[src/design/srlfo_pkg.sv]
`timescale 1ns / 1ps
`default_nettype none
// ----------------------------------------------------------------------------
// srlfo_pkg
// shared types, constants and elaboration-time table functions for the
// stereo random-amplitude lfo
// ----------------------------------------------------------------------------
package srlfo_pkg;

    localparam int PHASE_BITS_DEF      = 24;
    localparam int SINE_TABLE_BITS_DEF = 8;

    localparam int CFG_IDX_W  = 2;
    localparam int CFG_DATA_W = 23;

    localparam logic [CFG_IDX_W-1:0] CFG_PHASE_STEP    = 2'd0;
    localparam logic [CFG_IDX_W-1:0] CFG_RANDOMNESS    = 2'd1;
    localparam logic [CFG_IDX_W-1:0] CFG_WAVE_TYPE     = 2'd2;
    localparam logic [CFG_IDX_W-1:0] CFG_STEREO_OFFSET = 2'd3;

    localparam logic [22:0] PHASE_STEP_RST    = 23'd23006;
    localparam logic [6:0]  RANDOMNESS_RST    = 7'd0;
    localparam logic        WAVE_TYPE_RST     = 1'b0;
    localparam logic [6:0]  STEREO_OFFSET_RST = 7'd96;

    localparam logic [15:0] AMP_ONE = 16'd32768;

    // shared multiplier operand a is always narrow
    localparam int MUL_A_W = 18;

    // reciprocal of 127 in q0.21, slightly low so the estimate is never high
    localparam logic [MUL_A_W-1:0] RECIP_127 = 18'd16513;
    localparam logic [22:0]        DIV_ROUND = 23'd127;
    localparam logic [33:0]        LEVEL_BIAS = 34'h0_4000_4000;

    localparam logic              WAVE_SINE = 1'b0;
    localparam logic              KIND_TICK = 1'b0;

    typedef enum logic [2:0] {
        ST_IDLE,
        ST_AMP,
        ST_LVL,
        ST_SAT,
        ST_DIV,
        ST_COR,
        ST_OUT
    } t_state;

    // quarter-wave cosine entry in q1.15 from a fixed degree-12 series
    function automatic logic [15:0] quarter_cos(int unsigned idx, int unsigned bits);
        logic [63:0] coef [7];
        logic [63:0] t;
        logic [63:0] u;
        logic [63:0] acc;
        logic [63:0] p;
        logic [63:0] rnd;
        coef[0] = 64'd1073741824;
        coef[1] = 64'd1324675879;
        coef[2] = 64'd272375560;
        coef[3] = 64'd22401992;
        coef[4] = 64'd987048;
        coef[5] = 64'd27060;
        coef[6] = 64'd506;
        t   = (64'(idx) << 30) >> bits;
        u   = (t * t) >> 30;
        acc = coef[6];
        for (int k = 5; k >= 0; k--) begin
            p   = (u * acc) >> 30;
            acc = (p > coef[k]) ? 64'd0 : coef[k] - p;
        end
        rnd = (acc + 64'd16384) >> 15;
        return rnd[15:0];
    endfunction

    // rounded right-channel phase offset, not yet wrapped to the phase width
    function automatic logic [63:0] phase_offset(int unsigned so, int unsigned pbits);
        logic [63:0] num;
        num = ((64'(so) + 64'd63) << pbits) + 64'd63;
        return num / 64'd127;
    endfunction

endpackage
`default_nettype wire

[src/design/srlfo_mul.sv]
`timescale 1ns / 1ps
`default_nettype none
// ----------------------------------------------------------------------------
// srlfo_mul
// shared signed multiplier with a registered product
// ----------------------------------------------------------------------------
module srlfo_mul #(
    parameter int MUL_B_W = 25
) (
    input  wire logic                                          i_clk,
    input  wire logic signed [srlfo_pkg::MUL_A_W-1:0]          i_a,
    input  wire logic signed [MUL_B_W-1:0]                     i_b,
    output logic signed [srlfo_pkg::MUL_A_W+MUL_B_W-1:0]       o_p
);

    logic signed [srlfo_pkg::MUL_A_W+MUL_B_W-1:0] r_p;

    always_ff @(posedge i_clk) begin
        r_p <= i_a * i_b;
    end

    assign o_p = r_p;

endmodule
`default_nettype wire

[src/design/srlfo_wave.sv]
`timescale 1ns / 1ps
`default_nettype none
// ----------------------------------------------------------------------------
// srlfo_wave
// waveform shape at a phase: quarter-wave cosine table or triangle, q1.15
// ----------------------------------------------------------------------------
module srlfo_wave #(
    parameter int PHASE_BITS      = srlfo_pkg::PHASE_BITS_DEF,
    parameter int SINE_TABLE_BITS = srlfo_pkg::SINE_TABLE_BITS_DEF
) (
    input  wire logic [PHASE_BITS-1:0] i_phase,
    input  wire logic                  i_wave_type,
    output logic signed [17:0]         o_shape
);

    localparam int TAB_N = 2 ** SINE_TABLE_BITS;
    localparam logic [SINE_TABLE_BITS-1:0] IDX_ONE = SINE_TABLE_BITS'(1);

    logic [15:0] w_tab [TAB_N];

    for (genvar gi = 0; gi < TAB_N; gi++) begin : g_tab
        localparam logic [15:0] ENTRY = srlfo_pkg::quarter_cos(gi, SINE_TABLE_BITS);
        assign w_tab[gi] = ENTRY;
    end

    logic [1:0]                  w_quad;
    logic [SINE_TABLE_BITS-1:0]  w_i;
    logic [SINE_TABLE_BITS-1:0]  w_mi;
    logic signed [17:0]          w_direct;
    logic signed [17:0]          w_mirror;
    logic [PHASE_BITS+16:0]      w_fx;
    logic signed [17:0]          w_f;
    logic signed [17:0]          w_sine;
    logic signed [17:0]          w_tri;

    assign w_quad   = i_phase[PHASE_BITS-1 -: 2];
    assign w_i      = i_phase[PHASE_BITS-3 -: SINE_TABLE_BITS];
    assign w_mi     = ~w_i + IDX_ONE;
    assign w_direct = {2'b00, w_tab[w_i]};
    // cosine of a quarter is taken as zero
    assign w_mirror = (w_i == '0) ? 18'sd0 : {2'b00, w_tab[w_mi]};

    assign w_fx = {i_phase, 17'b0} >> PHASE_BITS;
    assign w_f  = {1'b0, w_fx[16:0]};

    always_comb begin
        case (w_quad)
            2'b00:   w_sine = w_direct;
            2'b01:   w_sine = -w_mirror;
            2'b10:   w_sine = -w_direct;
            default: w_sine = w_mirror;
        endcase
    end

    // half-open intervals: exact quarter points open the next segment
    always_comb begin
        case (w_quad)
            2'b00:   w_tri = w_f;
            2'b01:   w_tri = 18'sd65536 - w_f;
            2'b10:   w_tri = 18'sd65536 - w_f;
            default: w_tri = w_f - 18'sd131072;
        endcase
    end

    assign o_shape = (i_wave_type == srlfo_pkg::WAVE_SINE) ? w_sine : w_tri;

endmodule
`default_nettype wire

[src/design/stereo_random_amplitude_lfo_core.sv]
`timescale 1ns / 1ps
`default_nettype none
// ----------------------------------------------------------------------------
// stereo_random_amplitude_lfo_core
// stereo lfo with per-cycle random amplitude, one shared multiplier
// under a small sequencer
// ----------------------------------------------------------------------------
//  channel   signals                                     direction
//  in        i_in_valid/o_in_ready, i_kind, i_random_*   request in
//  out       o_out_valid/i_out_ready, o_*_level          request out
//  cfg       i_cfg_we, i_cfg_index, i_cfg_data           register write
//
//  a tick steps the amplitude, level and saturate states per channel, plus
//  divide and correct for a wrapping channel; each channel runs amplitude,
//  level and optional end-level draw through the one shared multiplier
//  a realign is done at accept, ready stays high; right phase from a table
//  ready is low while a tick is in work; the result waits in an output
//  register, and the next request is taken while it is still pending;
//  that tick then holds before its load until the register is free
//  reset is synchronous and needs no clearing pass
// ----------------------------------------------------------------------------
module stereo_random_amplitude_lfo_core #(
    parameter int PHASE_BITS      = srlfo_pkg::PHASE_BITS_DEF,
    parameter int SINE_TABLE_BITS = srlfo_pkg::SINE_TABLE_BITS_DEF
) (
    input  wire logic                                i_clk,
    input  wire logic                                i_rst_n,
    input  wire logic                                i_in_valid,
    output logic                                     o_in_ready,
    input  wire logic                                i_kind,
    input  wire logic [15:0]                         i_random_left,
    input  wire logic [15:0]                         i_random_right,
    output logic                                     o_out_valid,
    input  wire logic                                i_out_ready,
    output logic [15:0]                              o_left_level,
    output logic [15:0]                              o_right_level,
    input  wire logic                                i_cfg_we,
    input  wire logic [srlfo_pkg::CFG_IDX_W-1:0]     i_cfg_index,
    input  wire logic [srlfo_pkg::CFG_DATA_W-1:0]    i_cfg_data
);

    localparam int MUL_B_W = (PHASE_BITS + 1 > 23) ? PHASE_BITS + 1 : 23;
    localparam int MUL_P_W = srlfo_pkg::MUL_A_W + MUL_B_W;
    localparam int STEP_SH = 32 - PHASE_BITS;
    localparam int OFF_N   = 128;

    localparam logic [63:0] OFF_RST_FULL =
        srlfo_pkg::phase_offset(32'(srlfo_pkg::STEREO_OFFSET_RST), PHASE_BITS);
    localparam logic [PHASE_BITS-1:0] OFF_RST = OFF_RST_FULL[PHASE_BITS-1:0];

    // right-phase offset for every stereo_offset code
    logic [PHASE_BITS-1:0] w_off_tab [OFF_N];
    for (genvar gi = 0; gi < OFF_N; gi++) begin : g_off
        localparam logic [63:0] OFF = srlfo_pkg::phase_offset(gi, PHASE_BITS);
        assign w_off_tab[gi] = OFF[PHASE_BITS-1:0];
    end

    // configuration
    logic [22:0] r_phase_step;
    logic [6:0]  r_randomness;
    logic        r_wave_type;
    logic [6:0]  r_stereo_offset;

    // oscillator state
    logic [PHASE_BITS-1:0] r_phase_l;
    logic [PHASE_BITS-1:0] r_phase_r;
    logic [15:0]           r_amp0_l;
    logic [15:0]           r_amp1_l;
    logic [15:0]           r_amp0_r;
    logic [15:0]           r_amp1_r;

    // sequencer and working registers
    srlfo_pkg::t_state r_state;
    srlfo_pkg::t_state n_state;
    logic               r_ch;
    logic [15:0]        r_rnd_l;
    logic [15:0]        r_rnd_r;
    logic signed [17:0] r_shape;
    logic [21:0]        r_m;
    logic [15:0]        r_lvl_l;
    logic [15:0]        r_lvl_r;
    logic               r_out_valid;
    logic [15:0]        r_out_l;
    logic [15:0]        r_out_r;

    logic                                  w_in_acc;
    logic                                  w_out_load;
    logic [PHASE_BITS-1:0]                 w_x;
    logic [15:0]                           w_a0;
    logic [15:0]                           w_a1;
    logic [15:0]                           w_rnd;
    logic signed [16:0]                    w_diff;
    logic signed [17:0]                    w_shape;
    logic signed [srlfo_pkg::MUL_A_W-1:0]  w_mul_a;
    logic signed [MUL_B_W-1:0]             w_mul_b;
    logic signed [MUL_P_W-1:0]             w_prod;
    logic signed [MUL_P_W-1:0]             w_amp_sh;
    logic [17:0]                           w_amp_sum;
    logic [15:0]                           w_amp;
    logic [33:0]                           w_s;
    logic [15:0]                           w_level;
    logic [31:0]                           w_step32;
    logic [PHASE_BITS:0]                   w_nx;
    logic [16:0]                           w_rnd_inv;
    logic [22:0]                           w_n;
    logic [15:0]                           w_q_est;
    logic [22:0]                           w_qx127;
    logic [22:0]                           w_rem;
    logic [15:0]                           w_drop;
    logic [15:0]                           w_new_end;

    srlfo_wave #(
        .PHASE_BITS      (PHASE_BITS),
        .SINE_TABLE_BITS (SINE_TABLE_BITS)
    ) u_wave (
        .i_phase     (w_x),
        .i_wave_type (r_wave_type),
        .o_shape     (w_shape)
    );

    srlfo_mul #(
        .MUL_B_W (MUL_B_W)
    ) u_mul (
        .i_clk (i_clk),
        .i_a   (w_mul_a),
        .i_b   (w_mul_b),
        .o_p   (w_prod)
    );

    assign w_in_acc   = i_in_valid && o_in_ready;
    assign w_out_load = (r_state == srlfo_pkg::ST_OUT) && (!r_out_valid || i_out_ready);

    assign w_x   = r_ch ? r_phase_r : r_phase_l;
    assign w_a0  = r_ch ? r_amp0_r  : r_amp0_l;
    assign w_a1  = r_ch ? r_amp1_r  : r_amp1_l;
    assign w_rnd = r_ch ? r_rnd_r   : r_rnd_l;

    assign w_diff = $signed({1'b0, w_a1}) - $signed({1'b0, w_a0});

    // amp = a0 + floor((a1 - a0) * x / one)
    assign w_amp_sh  = w_prod >>> PHASE_BITS;
    assign w_amp_sum = {2'b00, w_a0} + w_amp_sh[17:0];
    assign w_amp     = w_amp_sum[15:0];

    // level = (shape * amp + 2^30 + 2^14) >> 15, saturated
    assign w_s = w_prod[33:0] + srlfo_pkg::LEVEL_BIAS;
    always_comb begin
        if (w_s[33]) begin
            w_level = 16'd0;
        end else if (w_s[32:31] != 2'b00) begin
            w_level = 16'hFFFF;
        end else begin
            w_level = w_s[30:15];
        end
    end

    assign w_step32 = {1'b0, r_phase_step, 8'b0} >> STEP_SH;
    assign w_nx     = {1'b0, w_x} + {1'b0, w_step32[PHASE_BITS-1:0]};

    assign w_rnd_inv = 17'h10000 - {1'b0, w_rnd};

    // drop = (randomness * (65536 - r) + 127) / 254, halved then over 127
    assign w_n       = w_prod[22:0] + srlfo_pkg::DIV_ROUND;
    assign w_q_est   = w_prod[36:21];
    assign w_qx127   = {w_q_est, 7'b0} - {7'b0, w_q_est};
    assign w_rem     = {1'b0, r_m} - w_qx127;
    assign w_drop    = (w_rem >= srlfo_pkg::DIV_ROUND) ? w_q_est + 16'd1 : w_q_est;
    assign w_new_end = (w_drop > srlfo_pkg::AMP_ONE) ? 16'd0 : srlfo_pkg::AMP_ONE - w_drop;

    // next state
    always_comb begin
        n_state = r_state;
        case (r_state)
            srlfo_pkg::ST_IDLE: begin
                if (w_in_acc && i_kind == srlfo_pkg::KIND_TICK) begin
                    n_state = srlfo_pkg::ST_AMP;
                end
            end
            srlfo_pkg::ST_AMP: n_state = srlfo_pkg::ST_LVL;
            srlfo_pkg::ST_LVL: n_state = srlfo_pkg::ST_SAT;
            srlfo_pkg::ST_SAT: begin
                if (w_nx[PHASE_BITS]) begin
                    n_state = srlfo_pkg::ST_DIV;
                end else if (r_ch) begin
                    n_state = srlfo_pkg::ST_OUT;
                end else begin
                    n_state = srlfo_pkg::ST_AMP;
                end
            end
            srlfo_pkg::ST_DIV: n_state = srlfo_pkg::ST_COR;
            srlfo_pkg::ST_COR: n_state = r_ch ? srlfo_pkg::ST_OUT : srlfo_pkg::ST_AMP;
            srlfo_pkg::ST_OUT: begin
                if (w_out_load) begin
                    n_state = srlfo_pkg::ST_IDLE;
                end
            end
            default: n_state = srlfo_pkg::ST_IDLE;
        endcase
    end

    // outputs of the sequencer: ready and multiplier operands
    always_comb begin
        o_in_ready = 1'b0;
        w_mul_a    = '0;
        w_mul_b    = '0;
        case (r_state)
            srlfo_pkg::ST_IDLE: o_in_ready = 1'b1;
            srlfo_pkg::ST_AMP: begin
                w_mul_a                  = {w_diff[16], w_diff};
                w_mul_b[PHASE_BITS-1:0]  = w_x;
            end
            srlfo_pkg::ST_LVL: begin
                w_mul_a       = r_shape;
                w_mul_b[15:0] = w_amp;
            end
            srlfo_pkg::ST_SAT: begin
                w_mul_a       = {11'b0, r_randomness};
                w_mul_b[16:0] = w_rnd_inv;
            end
            srlfo_pkg::ST_DIV: begin
                w_mul_a       = srlfo_pkg::RECIP_127;
                w_mul_b[21:0] = w_n[22:1];
            end
            default: ;
        endcase
    end

    always_ff @(posedge i_clk) begin
        if (!i_rst_n) begin
            r_state         <= srlfo_pkg::ST_IDLE;
            r_ch            <= 1'b0;
            r_out_valid     <= 1'b0;
            r_phase_step    <= srlfo_pkg::PHASE_STEP_RST;
            r_randomness    <= srlfo_pkg::RANDOMNESS_RST;
            r_wave_type     <= srlfo_pkg::WAVE_TYPE_RST;
            r_stereo_offset <= srlfo_pkg::STEREO_OFFSET_RST;
            r_phase_l       <= '0;
            r_phase_r       <= OFF_RST;
            r_amp0_l        <= srlfo_pkg::AMP_ONE;
            r_amp1_l        <= srlfo_pkg::AMP_ONE;
            r_amp0_r        <= srlfo_pkg::AMP_ONE;
            r_amp1_r        <= srlfo_pkg::AMP_ONE;
        end else begin
            r_state <= n_state;

            if (i_cfg_we) begin
                case (i_cfg_index)
                    srlfo_pkg::CFG_PHASE_STEP:    r_phase_step    <= i_cfg_data[22:0];
                    srlfo_pkg::CFG_RANDOMNESS:    r_randomness    <= i_cfg_data[6:0];
                    srlfo_pkg::CFG_WAVE_TYPE:     r_wave_type     <= i_cfg_data[0];
                    srlfo_pkg::CFG_STEREO_OFFSET: r_stereo_offset <= i_cfg_data[6:0];
                    default: ;
                endcase
            end

            if (w_out_load) begin
                r_out_valid <= 1'b1;
            end else if (r_out_valid && i_out_ready) begin
                r_out_valid <= 1'b0;
            end

            case (r_state)
                srlfo_pkg::ST_IDLE: begin
                    if (w_in_acc) begin
                        if (i_kind == srlfo_pkg::KIND_TICK) begin
                            r_ch <= 1'b0;
                        end else begin
                            r_phase_r <= r_phase_l + w_off_tab[r_stereo_offset];
                        end
                    end
                end
                srlfo_pkg::ST_SAT: begin
                    if (r_ch) begin
                        r_phase_r <= w_nx[PHASE_BITS-1:0];
                    end else begin
                        r_phase_l <= w_nx[PHASE_BITS-1:0];
                    end
                    if (!w_nx[PHASE_BITS] && !r_ch) begin
                        r_ch <= 1'b1;
                    end
                end
                srlfo_pkg::ST_COR: begin
                    // wrap: end level moves to start, new end drawn
                    if (r_ch) begin
                        r_amp0_r <= r_amp1_r;
                        r_amp1_r <= w_new_end;
                    end else begin
                        r_amp0_l <= r_amp1_l;
                        r_amp1_l <= w_new_end;
                        r_ch     <= 1'b1;
                    end
                end
                default: ;
            endcase
        end
    end

    // payload registers
    always_ff @(posedge i_clk) begin
        if (w_in_acc) begin
            r_rnd_l <= i_random_left;
            r_rnd_r <= i_random_right;
        end
        if (r_state == srlfo_pkg::ST_AMP) begin
            r_shape <= w_shape;
        end
        if (r_state == srlfo_pkg::ST_DIV) begin
            r_m <= w_n[22:1];
        end
        if (r_state == srlfo_pkg::ST_SAT) begin
            if (r_ch) begin
                r_lvl_r <= w_level;
            end else begin
                r_lvl_l <= w_level;
            end
        end
        if (w_out_load) begin
            r_out_l <= r_lvl_l;
            r_out_r <= r_lvl_r;
        end
    end

    assign o_out_valid   = r_out_valid;
    assign o_left_level  = r_out_l;
    assign o_right_level = r_out_r;

endmodule
`default_nettype wire
[config.mk]
export PLATFORM = sky130hd
export DESIGN_NAME = stereo_random_amplitude_lfo_core
export DESIGN_NICKNAME = d
export VERILOG_FILES = /design/src/design/srlfo_pkg.sv /design/src/design/srlfo_mul.sv /design/src/design/srlfo_wave.sv /design/src/design/stereo_random_amplitude_lfo_core.sv
export SDC_FILE = /design/constraint.sdc
export NUM_CORES = 2
export LEC_CHECK = 0
export BUFFER_PORTS_ARGS = -buffer_cell sky130_fd_sc_hd__buf_2
export CAP_MARGIN = 20
export CORE_ASPECT_RATIO = 0.9
export CORE_MARGIN = 2
export CORE_UTILIZATION = 25
export DETAILED_ROUTE_END_ITERATION = 8
export GPL_TIMING_DRIVEN = 0
export SLEW_MARGIN = 15
export SYNTH_ARGS = -nofsm -noshare
export SYNTH_HDL_FRONTEND = slang
export SYNTH_HIERARCHICAL = 1
export SYNTH_SLANG_ARGS = --single-unit
[constraint.sdc]
create_clock -name i_clk -period 15.48 [get_ports i_clk]
set_clock_uncertainty 0.15 [all_clocks]
set_input_delay 3.87 -clock i_clk [delete_from_list [all_inputs] [get_ports i_clk]]
set_output_delay 3.87 -clock i_clk [all_outputs]
set_load 0.1 [all_outputs]
==> summary.md <==
| Metric | Value |
|---|---|
| Status | complete, no violations |
| Number of global-route vias before repair | 46700 |
| CTS tree | done |
| Largest net degree at the start of global routing | 31 |
| Routed len/inst | 29.0 um |
| Grt total ovfl | 0 |
| Worst-Skew Late Latency | 0.60 ns |
| Initial Utilization | 0.252 |
| Yosys warns | 6 |
| Number of port buffers | 95 |
| Initial antenna violation count | 17 |
| Final worst-path cycle share | 0.963 |
| Die W | 458 um |
| Req. time, crit path | 15.74 ns |
| Commonest non-fill, non-tap cell in the layout | nand2_1 |
| DR vias | 47000 |
| Global-route wire length before repair | 343000 um |
| Slew Limit Headroom | 0.114 |
| Filler cells | 19900 |
| Most used cell, CP | clkbuf_1 |
| Post-detail-place hpwl | 191000 um |
| Critical path endpoint category | flop |
| Final min period | 14.90 ns |
| Clk pin slew, worst setup/hold paths | 0.06 ns |
| H-tree depth | 2 |
| Post-Route M1 WL | 98200 um |
| Total negative setup slack | 0 ns |
| Wire length on met3 | 24100 um |
| Highest-count cells in the layout ignoring fill and taps | nand2_1, inv_1, fa_1 |
| Power Total | 4.15 mW |
| Worst slew pin tran | 1.33 ns |
| PwrDens | 80.6 nW/um2 |
| Site Rows | 149 |
| Setup CP Type | flop to flop |
| RSZ-0062 raised after global routing | no |
| Io pins | 97 |
| Drt drc | 0 |
| Hold-fix buffers at CTS | 0 |
| Final #Nets | 6703 |
| CTS max path bufs | 3 |
| Vias per cell | 5.61 |
| Placer Congestion | 1.02 |
| Core Region | 184000 um2 |
| TritonRoute pass-1 iters | 7 |
| Layout cells sized above 1 | 0.0743 |
| Synth Cell Area | 46300 um2 |
| Peak Freq | 67.1 MHz |
| Area Overhead vs Synth | 11.1% |
| Register area | 7990 um2 |
| Worst vdd ir | 0.0000906 V |
| GRT Overall Usage | 0.251 |
| Startpoint Class | flop |
| Final Hold Fails | 0 |
| CTS Buf Count | 37 |
| Die area | 189000 um2 |
| Maxcap violations | 0 |
| Post-CTS setup buffers | 0 |
| Leakage power | 21.4 nW |
| Worst Hold Class | flop to flop |
| Area of the multi-input gates | 34100 um2 |
| Final Setup Violations | 0 |
| Post-synthesis area per instance | 8.03 um2 |
| Crit-path max FO | 16 |
| Met2 Wirelength | 104000 um |
| Drt total wl | 243000 um |
| CP max-delay cell | clkbuf_1 |
| Die Height | 412 um |
| Pins Over Slew Limit | 0 |
| Detail Route Antenna Nets | 0 |
| Syn Inst Count | 5766 |
| Top layer in use | met5 |
| CTS root buf | clkbuf_16 |
| Slowest stage delay, CP | 0.83 ns |
| Critical path arrival | 15.16 ns |
| CTS Sinks | 331 |
| Number of DRC markers in iteration 0 | 5755 |
power by group:
part	leakage, nW	switching (mW)	internal, mW
Combinational	17.9	1.47	0.700
Clock	0.599	0.392	0.510
Sequential	2.84	0.0787	0.993
worst max-delay path, delay by kind of cell (launching register included):
kind / cells / cell delay [ns]
buffers and inverters: 18 / 8.11
AO/OA/AOI/OAI: 7 / 2.28
adder cells (fa/ha/maj): 4 / 1.75
multiplexers: 2 / 1.07
AND/OR/NAND/NOR: 3 / 0.85
flip-flops: 1 / 0.36
through the flow:
stage          utilization  hold WS [ns]  cells  setup WS [ns]  cell area [um2]
6_report             0.280         0.271   8386          0.577            51500
4_1_cts              0.280         0.271   8377          0.175            51400
3_3_place_gp         0.271         0.254   8284          -1.87            49800
2_1_floorplan            -         0.250   5773           4.20            46300
5_1_grt              0.280         0.274   8381          0.197            51500
3_5_place_dp         0.273         0.255   8309         -0.116            50200
cell type report:
| type | count | area share |
|---|---|---|
| tap | 2416 | 0.0587 |
| buffer | 408 | 0.0356 |
| antenna | 5 | 0.000243 |
| sequential | 331 | 0.155 |
| inverter | 676 | 0.0493 |
| timing repair buffer | 124 | 0.0149 |
| multi-input combinational | 4358 | 0.662 |
| clock buffer | 52 | 0.0201 |
| clock inverter | 16 | 0.00396 |
registers in the layout, indices dropped and copies added, names as in the netlist, 18 cells and up:
signal,flops
r_shape,18
r_phase_l,24
r_phase_step,23
r_phase_r,24
r_m,22
u_mul/o_p,40
path summary, 6_finish.rpt:
kind | start | to | slack (ns) | cells past startpoint
max | r_ch | r_shape[14] | 0.58 | 34
min reg2reg | r_lvl_l[12] | o_left_level[12] | 0.27 | 0
max reg2reg | r_ch | r_shape[14] | 0.58 | 34
min | r_lvl_l[12] | o_left_level[12] | 0.27 | 0
metal layers:
layer,global-route usage,vias up
li1,-,20100
met1,0.322,23400
met2,0.383,2798
met3,0.0587,734
met4,0.147,16
met5,0,-
repair_timing:
item | in CTS | in global routing
endpoints found under the hold margin | 0 | 0
setup endpoints to repair | 2 | 9
gates cloned | 0 | 0
resized for setup | 2 | 4
pin swaps | 0 | 0
No activity file was read; power rests on OpenSTA's default activity.
